===== src/rtl/core/tmsf_pkg.sv =====
package tmsf_pkg;

    // Field widths
    localparam int RAW_W = 8;
    localparam int VAL_W = 9;
    localparam int VAL_MAX = 511;

    // Default window depth
    localparam int WINDOW_SIZE_DEF = 8;

    // Temperature scaling: ((500*x) >> 8) - 10, floored at zero
    localparam int TEMP_GAIN = 500;
    localparam int TEMP_SHIFT = 8;
    localparam int TEMP_OFFSET = 10;

    // Voltage scaling: x*90/50 == x*9/5, done as (x*58986) >> 15.
    // Exact for every 8-bit x: the error stays below 0.03 of one count.
    localparam int VOLT_RECIP = 58986;
    localparam int VOLT_SHIFT = 15;
    localparam int VOLT_OFFSET = 7;

    // Reciprocal shift for the trimmed-mean divide
    localparam int DIV_SHIFT = 16;

endpackage


===== src/rtl/core/trimmed_mean_sensor_filter_unit.sv =====
// Channel  | Direction | Handshake                  | Payload
// ---------+-----------+----------------------------+-------------------------------------
// input    | in        | i_in_valid / o_in_stall    | i_raw_sample[7:0]
// output   | out       | o_out_valid / i_out_stall  | o_filtered_value[8:0], o_window_mean[8:0]
// config   | in        | i_cfg_valid / o_cfg_ready  | i_cfg_data (scale_mode)
//
// Items are taken one at a time: the input transfer, one full rotation of the cell row past
// the sum/min/max accumulator, then trim, reciprocal multiply, quotient fix-up and blend;
// o_out_valid rises when the blend step stores its result, and a new input is taken after that.
// Synchronous active-low reset zeroes the window cells, previous output and scale_mode.
// o_in_stall is high while an item is in flight; a stalled output holds its register, and
// the next result parks in the blend step until the waiting one has been transferred.
module trimmed_mean_sensor_filter_unit #(
    parameter int WINDOW_SIZE = tmsf_pkg::WINDOW_SIZE_DEF
) (
    input  logic                         i_clk,
    input  logic                         i_rst_n,
    // input channel
    input  logic                         i_in_valid,
    output logic                         o_in_stall,
    input  logic [tmsf_pkg::RAW_W-1:0]   i_raw_sample,
    // output channel
    output logic                         o_out_valid,
    input  logic                         i_out_stall,
    output logic [tmsf_pkg::VAL_W-1:0]   o_filtered_value,
    output logic [tmsf_pkg::VAL_W-1:0]   o_window_mean,
    // config channel
    input  logic                         i_cfg_valid,
    output logic                         o_cfg_ready,
    input  logic                         i_cfg_data
);

    localparam int VAL_W   = tmsf_pkg::VAL_W;
    localparam int CNT_W   = $clog2(WINDOW_SIZE);
    localparam int SUM_W   = VAL_W + $clog2(WINDOW_SIZE);
    localparam int DIVISOR = WINDOW_SIZE - 2;
    localparam int RECIP   = (1 << tmsf_pkg::DIV_SHIFT) / DIVISOR;
    localparam int RECIP_W = tmsf_pkg::DIV_SHIFT + 1;
    localparam int PROD_W  = SUM_W + RECIP_W;

    typedef enum logic [2:0] {
        S_IDLE,
        S_SCAN,
        S_TRIM,
        S_MUL,
        S_FIX,
        S_BLEND
    } t_state;

    t_state                 r_state;
    logic [CNT_W-1:0]       r_cnt;
    logic                   r_mode;
    logic [VAL_W-1:0]       r_prev;
    logic                   r_out_valid;
    logic [VAL_W-1:0]       r_filt;
    logic [VAL_W-1:0]       r_mean_out;

    logic [SUM_W-1:0]       r_sum;
    logic [VAL_W-1:0]       r_hi;
    logic [VAL_W-1:0]       r_lo;
    logic [SUM_W-1:0]       r_num;
    logic [SUM_W-1:0]       r_quo0;
    logic [VAL_W-1:0]       r_mean;

    logic [SUM_W-1:0]       n_sum;
    logic [VAL_W-1:0]       n_hi;
    logic [VAL_W-1:0]       n_lo;

    logic                   w_in_xfer;
    logic                   w_out_xfer;
    logic                   w_out_free;
    logic                   w_scan_last;
    logic                   w_shift;
    logic [VAL_W-1:0]       w_scaled;
    logic [VAL_W-1:0]       w_head;
    logic [VAL_W-1:0]       w_tap [WINDOW_SIZE];
    logic [VAL_W-1:0]       w_scan_val;

    logic [PROD_W-1:0]      w_prod;
    logic [PROD_W-1:0]      w_prod_shr;
    logic [SUM_W-1:0]       w_qd;
    logic [SUM_W-1:0]       w_rem;
    logic [SUM_W-1:0]       w_quo;

    logic [VAL_W:0]         w_val_ext;
    logic [VAL_W-1:0]       w_val;
    logic [VAL_W:0]         w_blend_sum;
    logic [VAL_W:0]         w_blend_ext;
    logic [VAL_W-1:0]       w_blend;
    logic [VAL_W-1:0]       w_result;

    // handshakes
    assign o_in_stall  = (r_state != S_IDLE);
    assign w_in_xfer   = i_in_valid && !o_in_stall;
    assign w_out_xfer  = r_out_valid && !i_out_stall;
    assign w_out_free  = !r_out_valid || !i_out_stall;
    assign o_cfg_ready = 1'b1;

    assign o_out_valid      = r_out_valid;
    assign o_filtered_value = r_filt;
    assign o_window_mean    = r_mean_out;

    // input scaling straight into the head of the cell row
    tmsf_scale u_scale (
        .i_mode   (r_mode),
        .i_raw    (i_raw_sample),
        .o_scaled (w_scaled)
    );

    // The window only matters as a set, so the ring becomes a shift row: a new sample
    // pushes out the oldest. During the scan the row rotates, tail feeding head, and
    // after WINDOW_SIZE steps it is back in place.
    assign w_shift    = w_in_xfer || (r_state == S_SCAN);
    assign w_scan_val = w_tap[WINDOW_SIZE-1];
    assign w_head     = w_in_xfer ? w_scaled : w_scan_val;

    for (genvar g = 0; g < WINDOW_SIZE; g++) begin : g_cell
        if (g == 0) begin : g_head
            tmsf_cell u_cell (
                .i_clk   (i_clk),
                .i_rst_n (i_rst_n),
                .i_shift (w_shift),
                .i_data  (w_head),
                .o_data  (w_tap[g])
            );
        end else begin : g_body
            tmsf_cell u_cell (
                .i_clk   (i_clk),
                .i_rst_n (i_rst_n),
                .i_shift (w_shift),
                .i_data  (w_tap[g-1]),
                .o_data  (w_tap[g])
            );
        end
    end

    // running sum / max / min over the tail cell
    assign w_scan_last = (r_cnt == CNT_W'(WINDOW_SIZE - 1));

    always_comb begin
        if (r_cnt == '0) begin
            n_sum = SUM_W'(w_scan_val);
            n_hi  = w_scan_val;
            n_lo  = w_scan_val;
        end else begin
            n_sum = r_sum + SUM_W'(w_scan_val);
            n_hi  = (w_scan_val > r_hi) ? w_scan_val : r_hi;
            n_lo  = (w_scan_val < r_lo) ? w_scan_val : r_lo;
        end
    end

    // divide by WINDOW_SIZE-2: floor reciprocal undershoots by at most one,
    // fixed with one multiply-back and compare
    assign w_prod     = PROD_W'(r_num) * PROD_W'(RECIP);
    assign w_prod_shr = w_prod >> tmsf_pkg::DIV_SHIFT;
    assign w_qd       = r_quo0 * SUM_W'(DIVISOR);
    assign w_rem      = r_num - w_qd;
    assign w_quo      = (w_rem >= SUM_W'(DIVISOR)) ? (r_quo0 + SUM_W'(1)) : r_quo0;

    // voltage offset with saturation, then half-step blend toward previous output
    assign w_val_ext   = r_mode ? ({1'b0, r_mean} + (VAL_W+1)'(tmsf_pkg::VOLT_OFFSET))
                                : {1'b0, r_mean};
    assign w_val       = (w_val_ext > (VAL_W+1)'(tmsf_pkg::VAL_MAX))
                         ? VAL_W'(tmsf_pkg::VAL_MAX) : w_val_ext[VAL_W-1:0];
    assign w_blend_sum = {1'b0, w_val} + {1'b0, r_prev};
    assign w_blend_ext = (w_blend_sum >> 1) + (VAL_W+1)'(1);
    assign w_blend     = (w_blend_ext > (VAL_W+1)'(tmsf_pkg::VAL_MAX))
                         ? VAL_W'(tmsf_pkg::VAL_MAX) : w_blend_ext[VAL_W-1:0];
    assign w_result    = (w_val != r_prev) ? w_blend : w_val;

    always_ff @(posedge i_clk) begin
        if (!i_rst_n) begin
            r_state     <= S_IDLE;
            r_cnt       <= '0;
            r_mode      <= 1'b0;
            r_prev      <= '0;
            r_out_valid <= 1'b0;
        end else begin
            if (i_cfg_valid) begin
                r_mode <= i_cfg_data;
            end
            // the blend step reloads the slot itself when it frees up
            if (w_out_xfer && (r_state != S_BLEND)) begin
                r_out_valid <= 1'b0;
            end
            unique case (r_state)
                S_IDLE: begin
                    if (w_in_xfer) begin
                        r_cnt   <= '0;
                        r_state <= S_SCAN;
                    end
                end
                S_SCAN: begin
                    r_sum <= n_sum;
                    r_hi  <= n_hi;
                    r_lo  <= n_lo;
                    if (w_scan_last) begin
                        r_state <= S_TRIM;
                    end else begin
                        r_cnt <= r_cnt + CNT_W'(1);
                    end
                end
                S_TRIM: begin
                    r_num   <= r_sum - SUM_W'(r_hi) - SUM_W'(r_lo);
                    r_state <= S_MUL;
                end
                S_MUL: begin
                    r_quo0  <= w_prod_shr[SUM_W-1:0];
                    r_state <= S_FIX;
                end
                S_FIX: begin
                    r_mean  <= w_quo[VAL_W-1:0];
                    r_state <= S_BLEND;
                end
                S_BLEND: begin
                    if (w_out_free) begin
                        r_out_valid <= 1'b1;
                        r_filt      <= w_result;
                        r_mean_out  <= r_mean;
                        r_prev      <= w_result;
                        r_state     <= S_IDLE;
                    end
                end
                default: begin
                    r_state <= S_IDLE;
                end
            endcase
        end
    end

    // scan always ends after exactly one full rotation
    a_scan_len: assert property (@(posedge i_clk) disable iff (!i_rst_n)
        (r_state == S_SCAN && w_scan_last) |=> (r_state == S_TRIM))
        else $error("scan did not end after one rotation");

    // an accepted item starts the scan with the count at zero
    a_scan_start: assert property (@(posedge i_clk) disable iff (!i_rst_n)
        w_in_xfer |=> (r_state == S_SCAN && r_cnt == '0))
        else $error("scan did not start after input transfer");

    // trimming needs min not above max
    a_min_max: assert property (@(posedge i_clk) disable iff (!i_rst_n)
        (r_state == S_TRIM) |-> (r_lo <= r_hi))
        else $error("scan min above max");

    // a blocked output slot parks the blend step and keeps the waiting result
    a_park: assert property (@(posedge i_clk) disable iff (!i_rst_n)
        (r_state == S_BLEND && r_out_valid && i_out_stall)
        |=> (r_state == S_BLEND && r_out_valid && $stable(r_filt)))
        else $error("result overwritten while output stalled");

endmodule


===== src/rtl/core/tmsf_scale.sv =====
module tmsf_scale (
    input  logic                         i_mode,
    input  logic [tmsf_pkg::RAW_W-1:0]   i_raw,
    output logic [tmsf_pkg::VAL_W-1:0]   o_scaled
);

    // 500*255 fits 17 bits; 58986*255 fits 24 bits
    logic [16:0] w_temp_prod;
    logic [16:0] w_temp_shr;
    logic [23:0] w_volt_prod;
    logic [23:0] w_volt_shr;
    logic [tmsf_pkg::VAL_W-1:0] w_temp;

    assign w_temp_prod = 17'(i_raw) * 17'(tmsf_pkg::TEMP_GAIN);
    assign w_temp_shr  = w_temp_prod >> tmsf_pkg::TEMP_SHIFT;
    assign w_temp      = w_temp_shr[tmsf_pkg::VAL_W-1:0];

    assign w_volt_prod = 24'(i_raw) * 24'(tmsf_pkg::VOLT_RECIP);
    assign w_volt_shr  = w_volt_prod >> tmsf_pkg::VOLT_SHIFT;

    always_comb begin
        if (i_mode) begin
            o_scaled = w_volt_shr[tmsf_pkg::VAL_W-1:0];
        end else if (w_temp >= tmsf_pkg::VAL_W'(tmsf_pkg::TEMP_OFFSET)) begin
            o_scaled = w_temp - tmsf_pkg::VAL_W'(tmsf_pkg::TEMP_OFFSET);
        end else begin
            o_scaled = '0;
        end
    end

endmodule


===== src/rtl/core/tmsf_cell.sv =====
module tmsf_cell (
    input  logic                         i_clk,
    input  logic                         i_rst_n,
    input  logic                         i_shift,
    input  logic [tmsf_pkg::VAL_W-1:0]   i_data,
    output logic [tmsf_pkg::VAL_W-1:0]   o_data
);

    logic [tmsf_pkg::VAL_W-1:0] r_data;

    // window starts out all zero
    always_ff @(posedge i_clk) begin
        if (!i_rst_n) begin
            r_data <= '0;
        end else if (i_shift) begin
            r_data <= i_data;
        end
    end

    assign o_data = r_data;

endmodule


===== config.mk =====
export PLATFORM = sky130hd
export DESIGN_NAME = trimmed_mean_sensor_filter_unit
export DESIGN_NICKNAME = d
export VERILOG_FILES = /design/src/rtl/core/tmsf_pkg.sv /design/src/rtl/core/trimmed_mean_sensor_filter_unit.sv /design/src/rtl/core/tmsf_scale.sv /design/src/rtl/core/tmsf_cell.sv
export SDC_FILE = /design/constraint.sdc
export NUM_CORES = 1
export LEC_CHECK = 0
export ABC_AREA = 1
export BUFFER_PORTS_ARGS = -buffer_cell sky130_fd_sc_hd__buf_2
export CORE_UTILIZATION = 34
export DETAILED_ROUTE_END_ITERATION = 12
export GPL_TIMING_DRIVEN = 0
export PLACE_DENSITY_LB_ADDON = 0.1
export SETUP_SLACK_MARGIN = 0.1
export SLEW_MARGIN = 0
export SYNTH_ARGS = -nofsm -noshare
export SYNTH_HDL_FRONTEND = slang
export SYNTH_HIERARCHICAL = 1
export SYNTH_SLANG_ARGS = --single-unit

===== constraint.sdc =====
create_clock -name i_clk -period 8.9 [get_ports i_clk]
set_clock_uncertainty 0.15 [all_clocks]
set_input_delay 0.89 -clock i_clk [delete_from_list [all_inputs] [get_ports i_clk]]
set_output_delay 0.89 -clock i_clk [all_outputs]
set_load 0.1 [all_outputs]

* Word-level counts from Yosys, hierarchy flattened
Cells that the tools add are included.
** Word-level totals
- Flip-flop bits (word level) :: 168
- Bits in latches :: 0
- Memory bits (writable) :: 0
- Memory bits (read-only) :: 0
- Bits of input ports :: 14
- Output and inout port bits :: 21
- Word-level logic and storage cells :: 101
- Memories kept :: 0
** Operators by class
- Add/sub/neg operators :: 10
- Multiply operators :: 4
- Div/mod/pow operators :: 0
- Magnitude comparators :: 6
- Eq/ne operators :: 12
- Shifts and indexed selects :: 0
- Multiplexer cells :: 23
- Bitwise gates (word level) :: 0
- Reductions and logical operators :: 24
** Operator list (number)
- two-way mux 9 bit :: 12
- multiplier 12 x 13 -> 25 bit (second input constant) :: 1
- subtractor 12 x 9 -> 12 bit :: 2
- multiplier 8 x 15 -> 23 bit (second input constant) :: 1
- greater-than comparator 10 x 9 -> 1 bit (second input constant) :: 2
- case mux 3 bit (6 select lines) :: 1
- multiplier 8 x 7 -> 15 bit (second input constant) :: 1
- two-way mux 3 bit :: 5
- AND reduction 3 bit :: 5
- adder 12 x 9 -> 12 bit :: 1
- >= comparator 12 x 3 -> 1 bit (second input constant) :: 1
- subtractor 12 bit :: 1
- multiplier 10 x 2 -> 11 bit (second input constant) :: 1
- adder 9 x 1 -> 10 bit (second input constant) :: 1
- adder 9 x 3 -> 10 bit (second input constant) :: 1
- adder 9 x 9 -> 10 bit :: 1
- two-way mux 10 bit :: 1
- AND reduction 2 bit :: 5
- adder 9 x 1 -> 9 bit (second input constant) :: 1
- equality test 3 bit (second input constant) :: 3
- >= comparator 9 x 4 -> 1 bit (second input constant) :: 1
- greater-than comparator 9 bit :: 1
- less-than comparator 9 bit :: 1
- != test 9 bit :: 1
- 14 further kinds :: 28

* Depth between registers and ports, before layout
- Depth after elaboration :: 9
- Mapped depth :: 28
- Gate-level depth less buffers :: 28

* Modules after synthesis
Netlist, hierarchy kept.
** Modules (own cells, without submodules)
- trimmed_mean_sensor_filter_unit :: instances 1, cells each 1102, area each 9226.3 um^2, sequential area each 2712.6 um^2
- tmsf_scale :: instances 1, cells each 509, area each 3703.6 um^2, sequential area each 0.0 um^2
- tmsf_cell :: instances 8, cells each 57, area each 446.7 um^2, sequential area each 180.2 um^2

* Worst setup path before layout
OpenSTA, ideal clock, no wires.
- Kind :: input to register
- From :: in i_raw_sample[1] (netlist bit)
- To :: reg g_cell[0].g_head.u_cell.r_data, in the netlist g_cell[0].g_head.u_cell/o_data[7]
- Setup time :: 112 ps
- Arrival :: 4998 ps
- Required time :: 8638 ps
- Setup slack :: 3641 ps
- Cell stages on the path :: 26
- Buffers on the path :: 0
- Cells stage by stage :: fa_1 inv_1 fa_1 fa_1 fa_1 inv_1 ha_1 nand2_2 nor2_1 nand2_1 nand3_2 nand2_1 nand2_1 ha_1 inv_1 nand2_1 nand2_2 nor3_4 nand2_4 nand3_1 nand2_1 mux2_2 inv_1 nand2_4 nand2_2 nor2_2
** On the way
- Word-level cells in the longest chain between the ends :: 5
- Elaborated cells on any way between the ends :: 7
- Those cells by class :: add/sub: 1; mul: 2; order compare: 1; mux: 3
** Ends and longest elaborated chain
- start: declaration :: line trimmed_mean_sensor_filter_unit.sv:21 : input logic [tmsf_pkg::RAW_W-1:0] i_raw_sample,
- multiplier 8 x 7 -> 15 bit :: line tmsf_scale.sv:14 : assign w_temp_prod = 17'(i_raw) * 17'(tmsf_pkg::TEMP_GAIN);
- subtractor 9 x 4 -> 9 bit or >= comparator 9 x 4 -> 1 bit (tied branches) :: line tmsf_scale.sv:25, tmsf_scale.sv:24
- two-way mux 9 bit :: line tmsf_scale.sv:24 : end else if (w_temp >= tmsf_pkg::VAL_W'(tmsf_pkg::TEMP_OFFSET)) begin
- two-way mux 9 bit * :: line tmsf_scale.sv:22 : if (i_mode) begin
- via w_scaled[7] :: line trimmed_mean_sensor_filter_unit.sv:74 : logic [VAL_W-1:0] w_scaled;
- two-way mux 9 bit * :: line trimmed_mean_sensor_filter_unit.sv:115 : assign w_head = w_in_xfer ? w_scaled : w_scan_val;
- via w_head[7] :: line trimmed_mean_sensor_filter_unit.sv:75 : logic [VAL_W-1:0] w_head;
- end signal: assignment :: line tmsf_cell.sv:16 : r_data <= i_data;
- end: declaration :: line tmsf_cell.sv:9 : logic [tmsf_pkg::VAL_W-1:0] r_data;
The timed path passes the listed nets; every way through them passes the cells marked *.
A chain may end at the register's enable or synchronous reset.

* Worst setup path in the final report
- From :: in i_raw_sample[1] (netlist bit)
- To :: reg g_cell[0].g_head.u_cell.r_data, in the netlist g_cell[0].g_head.u_cell/o_data[2]
Same word-level chain as after synthesis.

==> results.toml <==
[sta]
drv_slew = 0
finalHoldViolCount = 0
fin_crit_ns = 5.41
finalCritPeriodShare_pct = 60.8
tns_ns = 0
fmax_ghz = 0.185
worstMarginPinSlew_ns = 1.16
setup_viol = 0
relSlewSlack_pct = 22.5
finalWorstSetupSlack_ns = 3.49
fin_hold_ws_ns = 0.328
rsz0062_at_grt = "no"

[critical_path]
r2r-start = "r_num[6]"
worst-path-buf-inv = 5
crit_path_start_kind = "input pin"
setup.worst_path.end_class = "flop"
critPathArrivalTime_ns = 5.59
slowest_delay_ns = 0.55
cp-startpoint = "i_raw_sample[1]"
crit_fanout = 9
cpLargestDelayFamily = "adder cells"
required_ns = 9.09
cpMaxStageDelayCell = "fa_1"
crit_top_cell = "nand2_1"
worstSetupPathType = "input pin to flop"

[placement]
io_buffer_count = 33
dpl_worst_slack_ns = 3.01
globalplace.congestion = 0.865
dp_hpwl_um = 30700

[synthesis]
yosys.area.top_type = "ha_1"
synth-edff-count = 79
synth.most_common_cell = "nand2_1"
yosysTopAreaCellShare_pct = 16.5
yosysUniqueCellTypes = 58
ys_ff_latch = 168
ys.flop_type = "dfxtp_1"
yosysSeqAreaShare_pct = 25.2
synthTopCellsByArea = "ha_1 17%, edfxtp_1 14%, dfxtp_1 11%"
syn_avg_cell_area_um2 = 7.98
synth_cells = 2067
ys_top_cells_by_count = "453 x nand2_1, 371 x inv_1, 218 x ha_1, 140 x nor2_2, 109 x nor2_1"
ys_async_sr_fraction_pct = 0
syn_nets = 2385
yosysWarningCount = 6
netlist_area_um2 = 16500

[clocking]
ctsHoldBuffers = 0
clk_pin_slew_ns = 0.07
cts_tree = "done"
cts-root-buf = "clkbuf_16"
clock_path_buffers = 2
clock_sinks = 168
post_cts_buffers = 0
cts_resized = 0
cts_buffers = 17
clock_latency_ns = 0.44
h-tree-depth = 4

[route]
dr.pass1.iters = 5
ant_nets = 0
num_vias = 12644
routedWlPerCell_um = 13.4
drt_iter0_drc = 597
via_per_inst = 4.60
routed_wl_um = 36900
drc = 0

[floorplan]
initial_core_util_pct = 34.5
die-area_um2 = 49400
core_um2 = 47800
dieWidth_um = 222
boundaryPins = 35
rows = 80
die_h_um = 222

[global_routing]
first_global_vias = 13022
grt_first_pass_wirelength_um = 63300
grt_util_all_layers_pct = 15.8
grt_max_degree = 17
grt_remaining_overflow = 0
antenna_found_initial = 0

[power_and_ir_drop]
powerDensity_nw_per_um2 = 222
power.leakage_nw = 8.97
ir_drop_v = 0.000176
finalPower_w = 0.00402

[cells_and_area]
fillers = 4991
drive_gt1_share_pct = 14.6
nets = 2438
antenna_cells = 0
area_delta_synth_final_pct = 9.54

[min_path]
hold_path_class = "flop to flop"
worstHoldStart = "r_cnt[1]"

[outcome]
status = "finished clean"

[job]
maxCapViolations = 0
## sequential cells by signal, summed over array words and instances (netlist names), 10 cells and up
| signal | count |
|---|---|
| g_cell.g_body.u_cell/o_data | 63 |
| r_quo0 | 10 |
| r_sum | 12 |
| r_num | 12 |
## power by group
part           internal (W)  leakage (nW)  switching (W)
combinational      0.000866          7.21        0.00139
clock              0.000461         0.306       0.000318
sequential         0.000915          1.46      0.0000687
## cell families (layout without fill, tap and decap cells)
family	after synthesis	count (layout)	share of synthesized area [%]
flip-flops	168	168	25.2
AND/OR/NAND/NOR	894	894	25.5
buffers and inverters	411	476	11.1
XOR/XNOR	54	54	2.87
multiplexers	7	7	0.478
AO/OA/AOI/OAI	228	228	7.90
adder cells (fa/ha/maj)	304	304	27.0
other	1	1	0.0227
## worst register-to-register path: stages (launching register included)
cell      delay [ns]
edfxtp_1        0.52
ha_1            0.43
fa_1            0.52
fa_1            0.67
inv_1           0.09
fa_1            0.55
inv_1           0.06
fa_1            0.48
ha_1            0.35
nand2_1         0.08
nor2_1          0.14
nand4_1         0.09
o21ai_1         0.34
a21oi_1         0.18
o21ai_0         0.22
xor2_1          0.21
## per-layer routing
| layer | GRT usage [%] | part of all wire [%] |
|---|---|---|
| met5 | 0 | 0 |
| met4 | 3.16 | 0.96 |
| met3 | 1.94 | 1.6 |
| met2 | 28.2 | 49 |
| met1 | 20.3 | 49 |
## stage by stage
stage	instance area, um2	utilization [%]	std cells
2_1_floorplan	16500	-	2067
3_3_place_gp	17400	36.4	2715
3_5_place_dp	17500	36.5	2716
4_1_cts	18100	37.8	2747
5_1_grt	18100	37.8	2747
6_report	18100	37.8	2747
## layout by cell type (no fill, tap or decap), types with 8 or more instances in the layout
cell	n
nand2_4	10
dfxtp_1	89
edfxtp_1	79
nand3_1	78
xor2_1	35
nor2_2	140
a21oi_1	95
a21oi_2	9
buf_6	11
buf_2	34
inv_1	371
nand2_1	453
o21ai_0	70
nor3_1	17
nor2_1	109
ha_1	218
nand4_1	18
clkbuf_8	11
o21bai_1	8
buf_12	8
clkbuf_16	20
xnor2_1	19
fa_1	86
nand3b_1	12
nand2_2	28
## path summary, 6_finish.rpt
kind / depth (start not counted) / to / slack [ns]
setup / recovery: 27 / g_cell[0].g_head.u_cell/o_data[2] / 3.49
hold / removal: 2 / r_cnt[1] / 0.33
setup reg to reg: 15 / r_quo0[8] / 3.68
hold reg to reg: 2 / r_cnt[1] / 0.33
## layout make-up
type / count / area [um2] / share of cell area, %
Buffer: 35 / 425 / 2.35
Sequential cell: 168 / 4150 / 23.0
Clock inverter: 6 / 73.8 / 0.408
Tap cell: 615 / 769 / 4.26
Clock buffer: 25 / 549 / 3.04
Inverter: 376 / 1410 / 7.81
Timing Repair Buffer: 34 / 176 / 0.976
Multi-Input combinational cell: 1488 / 10500 / 58.2
Note: power is estimated with default switching activity, not from simulation.
